`src/rtl/assert_macros.svh`:
```
// ----------------------------------------------------------------------------
// assert_macros.svh
// Concurrent assertion wrappers used by the answer reader back end.
// ----------------------------------------------------------------------------
`ifndef ASSERT_MACROS_SVH
`define ASSERT_MACROS_SVH

// clocked check, off while reset is asserted
`define ASSERT_CLK(lbl, clk, rst_n, prop, msg) \
    lbl: assert property (@(posedge clk) disable iff (!rst_n) prop) else $error(msg);

// clocked check that also holds during reset
`define ASSERT_ALWAYS(lbl, clk, prop, msg) \
    lbl: assert property (@(posedge clk) prop) else $error(msg);

`endif

```
`src/rtl/bgar_pkg.sv`:
```
// ----------------------------------------------------------------------------
// bgar_pkg
// Shared types, sizes, codes and helpers of the bubble grid answer reader.
// ----------------------------------------------------------------------------
package bgar_pkg;

    localparam int QUESTIONS  = 10;
    localparam int CHOICES    = 5;
    localparam int BOXES      = QUESTIONS * CHOICES;

    localparam int COORD_W    = 10;
    localparam int SIDE_W     = 6;
    localparam int PITCH_W    = 8;
    localparam int POS_W      = 13;   // start + span of the farthest box
    localparam int BAL_W      = 13;
    localparam int QIDX_W     = 4;
    localparam int CODE_W     = 3;
    localparam int CFG_IDX_W  = 3;
    localparam int CFG_DATA_W = 10;
    localparam int IN_DATA_W  = 24;
    localparam int OUT_DATA_W = 16;
    localparam int FIFO_DEPTH = 4;
    localparam int FIFO_PTR_W = $clog2(FIFO_DEPTH);
    localparam int CNT_W      = $clog2(CHOICES + 1);

    localparam logic signed [BAL_W-1:0] BAL_MAX = BAL_W'(4095);
    localparam logic signed [BAL_W-1:0] BAL_MIN = BAL_W'(-4096);

    localparam logic [COORD_W-1:0] RST_ORIGIN_X = COORD_W'(48);
    localparam logic [COORD_W-1:0] RST_ORIGIN_Y = COORD_W'(61);
    localparam logic [SIDE_W-1:0]  RST_BOX_W    = SIDE_W'(24);
    localparam logic [SIDE_W-1:0]  RST_BOX_H    = SIDE_W'(12);
    localparam logic [PITCH_W-1:0] RST_PITCH_X  = PITCH_W'(31);
    localparam logic [PITCH_W-1:0] RST_PITCH_Y  = PITCH_W'(22);

    localparam logic [CFG_IDX_W-1:0] CFG_ORIGIN_X = 3'd0;
    localparam logic [CFG_IDX_W-1:0] CFG_ORIGIN_Y = 3'd1;
    localparam logic [CFG_IDX_W-1:0] CFG_BOX_W    = 3'd2;
    localparam logic [CFG_IDX_W-1:0] CFG_BOX_H    = 3'd3;
    localparam logic [CFG_IDX_W-1:0] CFG_PITCH_X  = 3'd4;
    localparam logic [CFG_IDX_W-1:0] CFG_PITCH_Y  = 3'd5;

    localparam logic [CODE_W-1:0] ANS_BLANK    = 3'd0;
    localparam logic [CODE_W-1:0] ANS_ANNULLED = CODE_W'(CHOICES + 1);

    typedef struct packed {
        logic [QUESTIONS-1:0] row_hit;
        logic [CHOICES-1:0]   col_hit;
        logic                 inked;
        logic                 frame_end;
    } t_entry;

    function automatic logic [CODE_W-1:0] f_answer_code(input logic [CHOICES-1:0] marks);
        logic [CNT_W-1:0]  cnt;
        logic [CODE_W-1:0] single;
        cnt    = '0;
        single = '0;
        for (int c = 0; c < CHOICES; c++) begin
            if (marks[c]) begin
                cnt    = cnt + CNT_W'(1);
                single = CODE_W'(c + 1);
            end
        end
        if (cnt == '0) begin
            f_answer_code = ANS_BLANK;
        end else if (cnt == CNT_W'(1)) begin
            f_answer_code = single;
        end else begin
            f_answer_code = ANS_ANNULLED;
        end
    endfunction

endpackage

```
`src/rtl/bgar_front.sv`:
```
// ----------------------------------------------------------------------------
// bgar_front
// Grid registers and window compares: turns a pixel into row and column hits.
// ----------------------------------------------------------------------------
module bgar_front (
    input  logic                              i_clk,
    input  logic                              i_rst_n,
    input  logic                              i_cfg_we,
    input  logic [bgar_pkg::CFG_IDX_W-1:0]    i_cfg_index,
    input  logic [bgar_pkg::CFG_DATA_W-1:0]   i_cfg_data,
    input  logic [bgar_pkg::COORD_W-1:0]      i_pixel_x,
    input  logic [bgar_pkg::COORD_W-1:0]      i_pixel_y,
    input  logic                              i_pixel_inked,
    input  logic                              i_frame_end,
    output bgar_pkg::t_entry                  o_entry
);

    logic [bgar_pkg::COORD_W-1:0] r_origin_x;
    logic [bgar_pkg::COORD_W-1:0] r_origin_y;
    logic [bgar_pkg::SIDE_W-1:0]  r_box_w;
    logic [bgar_pkg::SIDE_W-1:0]  r_box_h;
    logic [bgar_pkg::PITCH_W-1:0] r_pitch_x;
    logic [bgar_pkg::PITCH_W-1:0] r_pitch_y;

    always_ff @(posedge i_clk) begin
        if (!i_rst_n) begin
            r_origin_x <= bgar_pkg::RST_ORIGIN_X;
            r_origin_y <= bgar_pkg::RST_ORIGIN_Y;
            r_box_w    <= bgar_pkg::RST_BOX_W;
            r_box_h    <= bgar_pkg::RST_BOX_H;
            r_pitch_x  <= bgar_pkg::RST_PITCH_X;
            r_pitch_y  <= bgar_pkg::RST_PITCH_Y;
        end else if (i_cfg_we) begin
            case (i_cfg_index)
                bgar_pkg::CFG_ORIGIN_X: r_origin_x <= i_cfg_data;
                bgar_pkg::CFG_ORIGIN_Y: r_origin_y <= i_cfg_data;
                bgar_pkg::CFG_BOX_W:    r_box_w    <= i_cfg_data[bgar_pkg::SIDE_W-1:0];
                bgar_pkg::CFG_BOX_H:    r_box_h    <= i_cfg_data[bgar_pkg::SIDE_W-1:0];
                bgar_pkg::CFG_PITCH_X:  r_pitch_x  <= i_cfg_data[bgar_pkg::PITCH_W-1:0];
                bgar_pkg::CFG_PITCH_Y:  r_pitch_y  <= i_cfg_data[bgar_pkg::PITCH_W-1:0];
                default: begin
                end
            endcase
        end
    end

    logic [bgar_pkg::POS_W-1:0] px;
    logic [bgar_pkg::POS_W-1:0] py;
    logic [bgar_pkg::POS_W-1:0] row_start [bgar_pkg::QUESTIONS];
    logic [bgar_pkg::POS_W-1:0] col_start [bgar_pkg::CHOICES];

    assign px = bgar_pkg::POS_W'(i_pixel_x);
    assign py = bgar_pkg::POS_W'(i_pixel_y);

    // pitch times a constant index: shifts and adds only
    always_comb begin
        for (int q = 0; q < bgar_pkg::QUESTIONS; q++) begin
            row_start[q] = bgar_pkg::POS_W'(r_origin_y)
                         + bgar_pkg::POS_W'(q) * bgar_pkg::POS_W'(r_pitch_y);
            o_entry.row_hit[q] = (py >= row_start[q])
                               && (py <= row_start[q] + bgar_pkg::POS_W'(r_box_h));
        end
        for (int c = 0; c < bgar_pkg::CHOICES; c++) begin
            col_start[c] = bgar_pkg::POS_W'(r_origin_x)
                         + bgar_pkg::POS_W'(c) * bgar_pkg::POS_W'(r_pitch_x);
            o_entry.col_hit[c] = (px >= col_start[c])
                               && (px <= col_start[c] + bgar_pkg::POS_W'(r_box_w));
        end
        o_entry.inked     = i_pixel_inked;
        o_entry.frame_end = i_frame_end;
    end

endmodule

```
`src/rtl/bgar_fifo.sv`:
```
// ----------------------------------------------------------------------------
// bgar_fifo
// Short queue of classified items between the front and the back.
// ----------------------------------------------------------------------------
module bgar_fifo (
    input  logic             i_clk,
    input  logic             i_rst_n,
    input  logic             i_push,
    input  bgar_pkg::t_entry i_entry,
    output logic             o_full,
    input  logic             i_pop,
    output logic             o_valid,
    output bgar_pkg::t_entry o_head
);

    bgar_pkg::t_entry                r_mem [bgar_pkg::FIFO_DEPTH];
    logic [bgar_pkg::FIFO_PTR_W-1:0] r_wr_ptr;
    logic [bgar_pkg::FIFO_PTR_W-1:0] r_rd_ptr;
    logic [bgar_pkg::FIFO_PTR_W:0]   r_count;
    logic                            do_push;
    logic                            do_pop;

    assign o_full  = (r_count == (bgar_pkg::FIFO_PTR_W + 1)'(bgar_pkg::FIFO_DEPTH));
    assign o_valid = (r_count != '0);
    assign o_head  = r_mem[r_rd_ptr];
    assign do_push = i_push && !o_full;
    assign do_pop  = i_pop && o_valid;

    always_ff @(posedge i_clk) begin
        if (do_push) begin
            r_mem[r_wr_ptr] <= i_entry;
        end
    end

    always_ff @(posedge i_clk) begin
        if (!i_rst_n) begin
            r_wr_ptr <= '0;
            r_rd_ptr <= '0;
            r_count  <= '0;
        end else begin
            if (do_push) begin
                r_wr_ptr <= r_wr_ptr + bgar_pkg::FIFO_PTR_W'(1);
            end
            if (do_pop) begin
                r_rd_ptr <= r_rd_ptr + bgar_pkg::FIFO_PTR_W'(1);
            end
            case ({do_push, do_pop})
                2'b10:   r_count <= r_count + (bgar_pkg::FIFO_PTR_W + 1)'(1);
                2'b01:   r_count <= r_count - (bgar_pkg::FIFO_PTR_W + 1)'(1);
                default: r_count <= r_count;
            endcase
        end
    end

endmodule

```
`src/rtl/bgar_back.sv`:
```
// ----------------------------------------------------------------------------
// bgar_back
// Box balance cells and per-question result emission on frame end.
// ----------------------------------------------------------------------------
`include "assert_macros.svh"

module bgar_back (
    input  logic                               i_clk,
    input  logic                               i_rst_n,
    input  logic                               i_head_valid,
    input  bgar_pkg::t_entry                   i_head,
    output logic                               o_pop,
    output logic                               o_m_axis_tvalid,
    input  logic                               i_m_axis_tready,
    output logic [bgar_pkg::OUT_DATA_W-1:0]    o_m_axis_tdata,
    output logic                               o_m_axis_tlast
);

    typedef enum logic {S_ACCUM, S_EMIT} t_state;

    t_state                            r_state;
    logic signed [bgar_pkg::BAL_W-1:0] r_bal [bgar_pkg::BOXES];
    logic signed [bgar_pkg::BAL_W-1:0] n_bal [bgar_pkg::BOXES];
    logic [bgar_pkg::BOXES-1:0]        r_marks;
    logic [bgar_pkg::BOXES-1:0]        n_snap;
    logic [bgar_pkg::QIDX_W-1:0]       r_pos;
    logic                              r_out_valid;
    logic [bgar_pkg::QIDX_W-1:0]       r_out_qidx;
    logic [bgar_pkg::CODE_W-1:0]       r_out_code;
    logic [bgar_pkg::CHOICES-1:0]      r_out_marks;
    logic                              r_out_last;
    logic                              load_out;
    logic                              pos_last;

    assign o_pop    = i_head_valid && (r_state == S_ACCUM);
    assign load_out = (r_state == S_EMIT) && (!r_out_valid || i_m_axis_tready);
    assign pos_last = (r_pos == bgar_pkg::QIDX_W'(bgar_pkg::QUESTIONS - 1));

    always_comb begin
        for (int q = 0; q < bgar_pkg::QUESTIONS; q++) begin
            for (int c = 0; c < bgar_pkg::CHOICES; c++) begin
                n_bal[q*bgar_pkg::CHOICES+c] = r_bal[q*bgar_pkg::CHOICES+c];
                if (i_head.row_hit[q] && i_head.col_hit[c]) begin
                    if (i_head.inked) begin
                        if (r_bal[q*bgar_pkg::CHOICES+c] != bgar_pkg::BAL_MAX) begin
                            n_bal[q*bgar_pkg::CHOICES+c] =
                                r_bal[q*bgar_pkg::CHOICES+c] + bgar_pkg::BAL_W'(1);
                        end
                    end else begin
                        if (r_bal[q*bgar_pkg::CHOICES+c] != bgar_pkg::BAL_MIN) begin
                            n_bal[q*bgar_pkg::CHOICES+c] =
                                r_bal[q*bgar_pkg::CHOICES+c] - bgar_pkg::BAL_W'(1);
                        end
                    end
                end
            end
        end
        // tie counts as marked
        for (int b = 0; b < bgar_pkg::BOXES; b++) begin
            n_snap[b] = !r_bal[b][bgar_pkg::BAL_W-1];
        end
    end

    always_ff @(posedge i_clk) begin
        if (!i_rst_n) begin
            for (int b = 0; b < bgar_pkg::BOXES; b++) begin
                r_bal[b] <= '0;
            end
        end else if (o_pop) begin
            for (int b = 0; b < bgar_pkg::BOXES; b++) begin
                r_bal[b] <= i_head.frame_end ? '0 : n_bal[b];
            end
        end
    end

    always_ff @(posedge i_clk) begin
        if (!i_rst_n) begin
            r_state     <= S_ACCUM;
            r_pos       <= '0;
            r_out_valid <= 1'b0;
        end else begin
            if (load_out) begin
                r_out_valid <= 1'b1;
            end else if (i_m_axis_tready) begin
                r_out_valid <= 1'b0;
            end
            case (r_state)
                S_ACCUM: begin
                    if (o_pop && i_head.frame_end) begin
                        r_marks <= n_snap;
                        r_pos   <= '0;
                        r_state <= S_EMIT;
                    end
                end
                S_EMIT: begin
                    if (load_out) begin
                        r_out_qidx  <= r_pos;
                        r_out_marks <= r_marks[bgar_pkg::CHOICES-1:0];
                        r_out_code  <= bgar_pkg::f_answer_code(r_marks[bgar_pkg::CHOICES-1:0]);
                        r_out_last  <= pos_last;
                        r_marks     <= r_marks >> bgar_pkg::CHOICES;
                        if (pos_last) begin
                            r_state <= S_ACCUM;
                        end else begin
                            r_pos <= r_pos + bgar_pkg::QIDX_W'(1);
                        end
                    end
                end
                default: r_state <= S_ACCUM;
            endcase
        end
    end

    assign o_m_axis_tvalid = r_out_valid;
    assign o_m_axis_tlast  = r_out_last;
    assign o_m_axis_tdata  = bgar_pkg::OUT_DATA_W'({r_out_marks, r_out_code, r_out_qidx});

    `ASSERT_CLK(a_no_pop_emit, i_clk, i_rst_n, (r_state == S_EMIT) |-> !o_pop, "pop during emission")
    `ASSERT_CLK(a_frame_to_emit, i_clk, i_rst_n, (o_pop && i_head.frame_end) |=> (r_state == S_EMIT), "frame end did not start emission")
    `ASSERT_CLK(a_last_index, i_clk, i_rst_n, (r_out_valid && r_out_last) |-> (r_out_qidx == bgar_pkg::QIDX_W'(bgar_pkg::QUESTIONS - 1)), "last flag on wrong question")

endmodule

```
`src/rtl/bubble_grid_answer_reader.sv`:
```
// ----------------------------------------------------------------------------
// bubble_grid_answer_reader
// Counts inked versus clear pixels per answer box and reports each question.
//
//   channel   dir  handshake              payload
//   s_axis    in   tvalid/tready          tdata: pixel_x, pixel_y, pixel_inked; tlast: frame_end
//   m_axis    out  tvalid/tready          tdata: question_index, answer_code, marked_choices;
//                                         tlast: last_of_run
//   cfg       in   we (no wait)           index, data
//
// One pixel per cycle outside emission; compares are combinational, balance updates registered.
// A frame end gives ten results, one per cycle while the sink takes them; pixel updates
// wait meanwhile and the 4-entry queue absorbs the first pixels of the next sheet.
// Synchronous reset clears all balances at once; no clearing pass.
// A stalled sink holds the output register; the queue keeps accepting until full.
// ----------------------------------------------------------------------------
module bubble_grid_answer_reader (
    input  logic                               i_clk,
    input  logic                               i_rst_n,
    input  logic                               i_s_axis_tvalid,
    output logic                               o_s_axis_tready,
    input  logic [bgar_pkg::IN_DATA_W-1:0]     i_s_axis_tdata,  // pixel_x, pixel_y, pixel_inked
    input  logic                               i_s_axis_tlast,  // frame_end
    output logic                               o_m_axis_tvalid,
    input  logic                               i_m_axis_tready,
    output logic [bgar_pkg::OUT_DATA_W-1:0]    o_m_axis_tdata,  // question_index, answer_code,
                                                                // marked_choices
    output logic                               o_m_axis_tlast,  // last_of_run
    input  logic                               i_cfg_we,
    input  logic [bgar_pkg::CFG_IDX_W-1:0]     i_cfg_index,
    input  logic [bgar_pkg::CFG_DATA_W-1:0]    i_cfg_data
);

    bgar_pkg::t_entry front_entry;
    bgar_pkg::t_entry head;
    logic             fifo_full;
    logic             head_valid;
    logic             pop;

    assign o_s_axis_tready = !fifo_full;

    bgar_front u_front (
        .i_clk         (i_clk),
        .i_rst_n       (i_rst_n),
        .i_cfg_we      (i_cfg_we),
        .i_cfg_index   (i_cfg_index),
        .i_cfg_data    (i_cfg_data),
        .i_pixel_x     (i_s_axis_tdata[9:0]),
        .i_pixel_y     (i_s_axis_tdata[19:10]),
        .i_pixel_inked (i_s_axis_tdata[20]),
        .i_frame_end   (i_s_axis_tlast),
        .o_entry       (front_entry)
    );

    bgar_fifo u_fifo (
        .i_clk   (i_clk),
        .i_rst_n (i_rst_n),
        .i_push  (i_s_axis_tvalid),
        .i_entry (front_entry),
        .o_full  (fifo_full),
        .i_pop   (pop),
        .o_valid (head_valid),
        .o_head  (head)
    );

    bgar_back u_back (
        .i_clk           (i_clk),
        .i_rst_n         (i_rst_n),
        .i_head_valid    (head_valid),
        .i_head          (head),
        .o_pop           (pop),
        .o_m_axis_tvalid (o_m_axis_tvalid),
        .i_m_axis_tready (i_m_axis_tready),
        .o_m_axis_tdata  (o_m_axis_tdata),
        .o_m_axis_tlast  (o_m_axis_tlast)
    );

endmodule

```
`config.mk`:
```
export PLATFORM = sky130hd
export DESIGN_NAME = bubble_grid_answer_reader
export DESIGN_NICKNAME = d
export VERILOG_FILES = /design/src/rtl/bgar_pkg.sv /design/src/rtl/bgar_front.sv /design/src/rtl/bgar_fifo.sv /design/src/rtl/bgar_back.sv /design/src/rtl/bubble_grid_answer_reader.sv
export VERILOG_INCLUDE_DIRS = /design/src /design/src/rtl
export SDC_FILE = /design/constraint.sdc
export NUM_CORES = 2
export LEC_CHECK = 0
export BUFFER_PORTS_ARGS = -buffer_cell sky130_fd_sc_hd__buf_2
export CAP_MARGIN = 20
export CORE_UTILIZATION = 58
export CTS_BUF_LIST = sky130_fd_sc_hd__clkbuf_4 sky130_fd_sc_hd__clkbuf_8 sky130_fd_sc_hd__clkbuf_16
export DETAILED_ROUTE_END_ITERATION = 8
export PLACE_DENSITY = 0.74
export SLEW_MARGIN = 20
export SYNTH_ARGS = -nofsm -noshare
export SYNTH_HDL_FRONTEND = slang
export SYNTH_SLANG_ARGS = --single-unit
```
`constraint.sdc`:
```
create_clock -name i_clk -period 9.11 [get_ports i_clk]
set_clock_uncertainty 0.1 [all_clocks]
set_input_delay 1.3665 -clock i_clk [delete_from_list [all_inputs] [get_ports i_clk]]
set_output_delay 1.3665 -clock i_clk [all_outputs]
set_load 0.005 [all_outputs]
```
# Word level (Yosys, flattened, before mapping)
# Memories as Yosys holds them, arrays and structs flattened. A register that Yosys moved wholly into a read port is not among the register bits.
# Index checks and enable logic that the tools add are counted.
[word_totals]
regBits = 124
input_bits = 43
elab_cells = 843
mem_count = 2
latch_bits = 0
romBits = 0
mem_bits_rw = 718
output_inout_bits = 19
[memory_table]
columns = ["memory", "depth", "word_bits", "rd", "rd_clocked_by_memory_dff", "wr", "line_no", "rtl"]
rows = [
  ["u_back.r_bal", 50, 13, 50, 0, 50, "bgar_back.sv:22", "logic signed [bgar_pkg::BAL_W-1:0] r_bal [bgar_pkg::BOXES];"],
  ["u_fifo.r_mem", 4, 17, 1, 1, 1, "bgar_fifo.sv:16", "bgar_pkg::t_entry r_mem [bgar_pkg::FIFO_DEPTH];"],
]
[op_classes]
n_reduce_logical = 138
bitwise_logic = 52
n_shift = 0
muxes = 347
eq_ne = 113
n_div = 0
magnitude_cmp = 30
mul = 6
n_addsub = 137
[op_table]
columns = ["cell", "count"]
rows = [
  ["$mux W13", 300],
  ["$ne A13 B13 Y1 const B", 100],
  ["$add A13 B2 Y13 const B", 50],
  ["$sub A13 B2 Y13 const B", 50],
  ["$le A10 B13 Y1", 15],
  ["$add A13 B6 Y13", 13],
  ["$ge A10 B13 Y1", 13],
  ["$mux W50", 2],
  ["$pmux W50 S2", 1],
  ["$logic_and A1 B1 Y1", 70],
  ["$mux W3", 22],
  ["$logic_not A1 Y1", 52],
  ["$or A1 B1 Y1", 50],
  ["$add A10 B11 Y12", 4],
  ["$add A10 B10 Y11", 4],
  ["$mul A2 B8 Y10 const A", 3],
  ["$add A10 B6 Y11", 2],
  ["$add A10 B8 Y11", 2],
  ["$add A10 B9 Y11", 2],
  ["$mul A3 B8 Y11 const A", 2],
  ["$ge A10 B10 Y1", 2],
  ["$add A3 B1 Y3 const B", 5],
  ["$add A10 B12 Y13", 1],
  ["$mul A4 B8 Y12 const A", 1],
  ["other kinds (24)", 57],
]

# Depth between registers and ports, before layout
[logic_depth]
depth_word = 29
mapped_depth = 21

# Hierarchy
# Synthesis repeated with hierarchy kept, for this count alone.
[hier_totals]
cells_unflattened = 7991
area_unflattened_um2 = 75060.7
[by_module_without_submodules]
columns = ["module", "cells_each", "area_each_um2", "n_inst"]
rows = [
  ["bgar_back", 5753, 54982.7, 1],
  ["bgar_front", 2096, 17083.9, 1],
  ["bgar_fifo", 141, 2990.4, 1],
  ["bubble_grid_answer_reader", 1, 3.8, 1],
]

# Least setup slack after synthesis
# Ideal clock, no wire load.
[synth_timing]
kind = "flip-flop to flip-flop"
from = "register with a tool-made name"
to = "memory u_back.r_bal[3][25] (netlist name), data pin"
n_path_buf = 3
stages_incl_launch_ff = 15
period_less_slack_ns = 7.079
t_required_ns = 8.744
setup_slack_ns = 2.031
arrival_time_ns = 6.713
cell_sequence = "dfxtp_1 -> buf_2 -> mux2_2 -> o21a_1 -> buf_2 -> clkinv_1 -> buf_4 -> ha_1 -> a211oi_1 -> o21bai_1 -> a31oi_1 -> o21ai_0 -> o41ai_1 -> xnor2_1 -> nor2_1"
[synth_lines]
columns = ["element", "line_no"]
rows = [
  ["end: declaration", "bgar_back.sv:22"],
]

==> impl_metrics.toml <==
[die]
core_mm2 = 0.125
die_w_um = 357
dieArea_mm2 = 0.128
design.portCount = 62
die_y_um = 357
rows = 130
start_util = 0.584

[grt]
grt_pass1_wl_mm = 288
grt_start_max_net_pins = 164
grt_pass1_vias = 56800
grt_usage = 0.275
antenna_found_initial = 1
overflow = 0

[sta]
setup_violations = 0
post-route-min-period_ps = 5620
finalSetupTns_ps = 0
finalMaxSlewViolations = 0
slew_headroom = 0.252
tightest_slew_ps = 1120
rsz0062_at_grt = "no"
hold_viol = 0
post-route-period-util = 0.617
timing.fmax_mhz = 178

[route]
firstDrtPassIters = 6
drtIter0Drc = 3961
via_count = 58900
ant_nets = 0
wl_mm = 177
drcViolationCount = 0
drt-wirelength-per-cell_um = 18.9
viasPerCell = 6.28

[worst_setup_path]
cp_num_cells = 17
critPathKind = "flop to flop"
start_kind = "flop"
slowest_delay_ps = 790
crit_chain = "fa_1, inv_1, fa_1, fa_1, inv_1, ha_1, a21oi_1, nand2b_1, a21oi_1, o21a_1, or2_2, ha_1, o211ai_1, a21oi_1, o211ai_1, a21oi_1, a211oi_1"
critPathTopFamily = "adder cells"
endpoint_kind = "flop"
crit_fanout = 10
reg2reg_to = "u_fifo.r_mem[0][14]"
r2r_start = "u_front.r_pitch_y[0]"
rr_worst_depth = 17
required_ps = 9410
r2r_slack_ps = 3490
path_buf_inv = 2
cp_slowest_cell = "dfxtp_1"
cpMostUsedCell = "a21oi_1"
arrival_ps = 5930

[yosys]
muxShareOfSynthArea = 0.0107
synth_edf_count = 781
synth_adder_area_share = 0.206
synth_top_flop_cell = "edfxtp_1"
avgSynthCellArea_um2 = 9.68
ys_warn_count = 0
synthCells = 7563
ys_ff_latch = 844
async_reset_ff_frac = 0
yosys.area_share.simple = 0.164
synth_area_mm2 = 0.0732
synth_top_family_by_area = "adder cells"
synth-seq-area-share = 0.337
synth_compound_area_frac = 0.180
synth-xor-area-share = 0.0747
yosysUniqueCellTypes = 83

[cells_and_area]
antenna_cells = 0
most-common-layout-cells = "ha_1 (1027), edfxtp_1 (781), nor2_1 (773), a21oi_1 (482), nand2_1 (414)"
regArea_mm2 = 0.0247
layout.cells.non_filler = 9374
multi_input_area_mm2 = 0.0468
drive_gt1_frac = 0.0532
layout_commonest_cell = "ha_1"
num-nets-final = 8823
fin_area_mm2 = 0.0789
fillCellCount = 10200
area.growth.synth_to_final_pct = 7.67

[placement]
port_buffers = 54
dpl_cell_area_mm2 = 0.0756
gp_congestion = 0.882
hpwl_mm = 123
place_inst = 9190

[cts]
worstSkewPairLatency_ps = 730
clk_pin_slew_ps = 60
cts_tree = "yes"
cts_made_buffers = 99
cts_sinks = 844
ctsHoldBuffers = 0
postCtsSetupBuffers = 0
clock_path_buffers = 3
htree_levels = 3
cts_root_buf = "clkbuf_16"
cts_resized = 0

[run]
maxCapViolations = 0

[power]
leakagePower_uw = 0.0326
irDropWorstVdd_uv = 260
powerDensity_mw_per_mm2 = 386

[worst_hold_path]
hold_path.class = "flop to flop"
min_delay_path_depth = 2
hold_path_end = "u_front.r_box_h[3]"
worstHoldStart = "u_front.r_box_h[3]"

[run_status]
status = "completed"
## through the flow
step | hold slack [ps] | setup slack [ps] | power (uW) | utilization
after floorplan | 324 | 2030 | 22100 | -
after global placement | 361 | 3550 | 25500 | 0.603
after detailed placement | 364 | 3590 | 26200 | 0.603
after CTS | 378 | 3550 | 30400 | 0.628
after global routing | 409 | 3180 | 33100 | 0.629
final | 378 | 3490 | 30400 | 0.629
## registers in the layout (all words and copies together) (netlist names), 2 cells and up, named ones only
signal              cells
u_back.r_out_qidx       4
u_back.r_bal          650
u_back.r_out_code       3
u_front.r_box_h         6
u_fifo.r_count          3
u_front.r_origin_x     10
u_front.r_box_w         6
u_fifo.r_mem           68
u_front.r_pitch_y       8
u_fifo.r_rd_ptr         2
u_front.r_origin_y     10
u_fifo.r_wr_ptr         2
u_back.r_out_marks      5
u_back.r_pos            4
u_front.r_pitch_x       8
u_back.r_marks         50
## worst min-delay path: stages, from the launching register on
cell and delay [ps]:
dfxtp_1 320, mux2i_1 70, nand2_1 60
## cell usage after synthesis (70+ instances only)
master / count / area share
nor4_1: 159 / 0.014
o21bai_1: 130 / 0.013
nand4b_1: 75 / 0.0090
nand2b_1: 85 / 0.0073
a31oi_1: 70 / 0.0060
nand2_1: 414 / 0.021
nand3_1: 207 / 0.014
and3_1: 77 / 0.0066
nor2_1: 774 / 0.040
inv_1: 337 / 0.017
a21o_1: 254 / 0.026
a211oi_1: 253 / 0.026
ha_1: 1027 / 0.18
fa_1: 112 / 0.031
o21a_1: 70 / 0.0072
nand4_1: 98 / 0.0084
nor2b_1: 96 / 0.0082
xor2_1: 285 / 0.034
a21oi_1: 482 / 0.033
edfxtp_1: 781 / 0.32
nor3_1: 217 / 0.015
o21ai_0: 355 / 0.024
xnor2_1: 340 / 0.041
## per-layer routing
metal	GRT usage	share of wire	vias up
met5	0	0	-
met2	0.465	0.47	1413
met3	0.0310	0.052	320
li1	-	-	28900
met4	0.101	0.034	0
met1	0.361	0.44	28200
## kinds of logic after synthesis
| group | Yosys count |
|---|---|
| buf+inv | 477 |
| flops | 844 |
| fa+ha+maj | 1139 |
| compound gates | 2005 |
| mux | 58 |
| xor+xnor | 625 |
| other cells | 1 |
| simple gates | 2414 |
## layout make-up
| class | count | share of cell area |
|---|---|---|
| clock buffers | 119 | 0.0337 |
| well taps | 1650 | 0.0262 |
| clock inverters | 65 | 0.00660 |
| repair buffers | 112 | 0.00974 |
| flip-flops and latches | 844 | 0.313 |
| inverters | 339 | 0.0162 |
| multi-input cells | 6245 | 0.594 |
## how the worst max path moves through the flow
stage,start,endpoint
2_1_floorplan,flop,u_back.r_bal[3][25]
3_3_place_gp,u_front.r_pitch_y[2],u_fifo.r_mem[0][14]
3_5_place_dp,u_front.r_pitch_y[3],u_fifo.r_mem[3][12]
4_1_cts,u_front.r_pitch_y[0],u_fifo.r_mem[0][14]
5_1_grt,u_front.r_pitch_y[3],u_fifo.r_mem[0][12]
6_report,u_front.r_pitch_y[0],u_fifo.r_mem[0][14]
## power by group
part | switching (uW) | internal (uW)
sequential | 1490 | 6580
clock | 1700 | 2250
combinational | 10700 | 7700
total | 13900 | 16500
(Power assumes the default switching activity.)
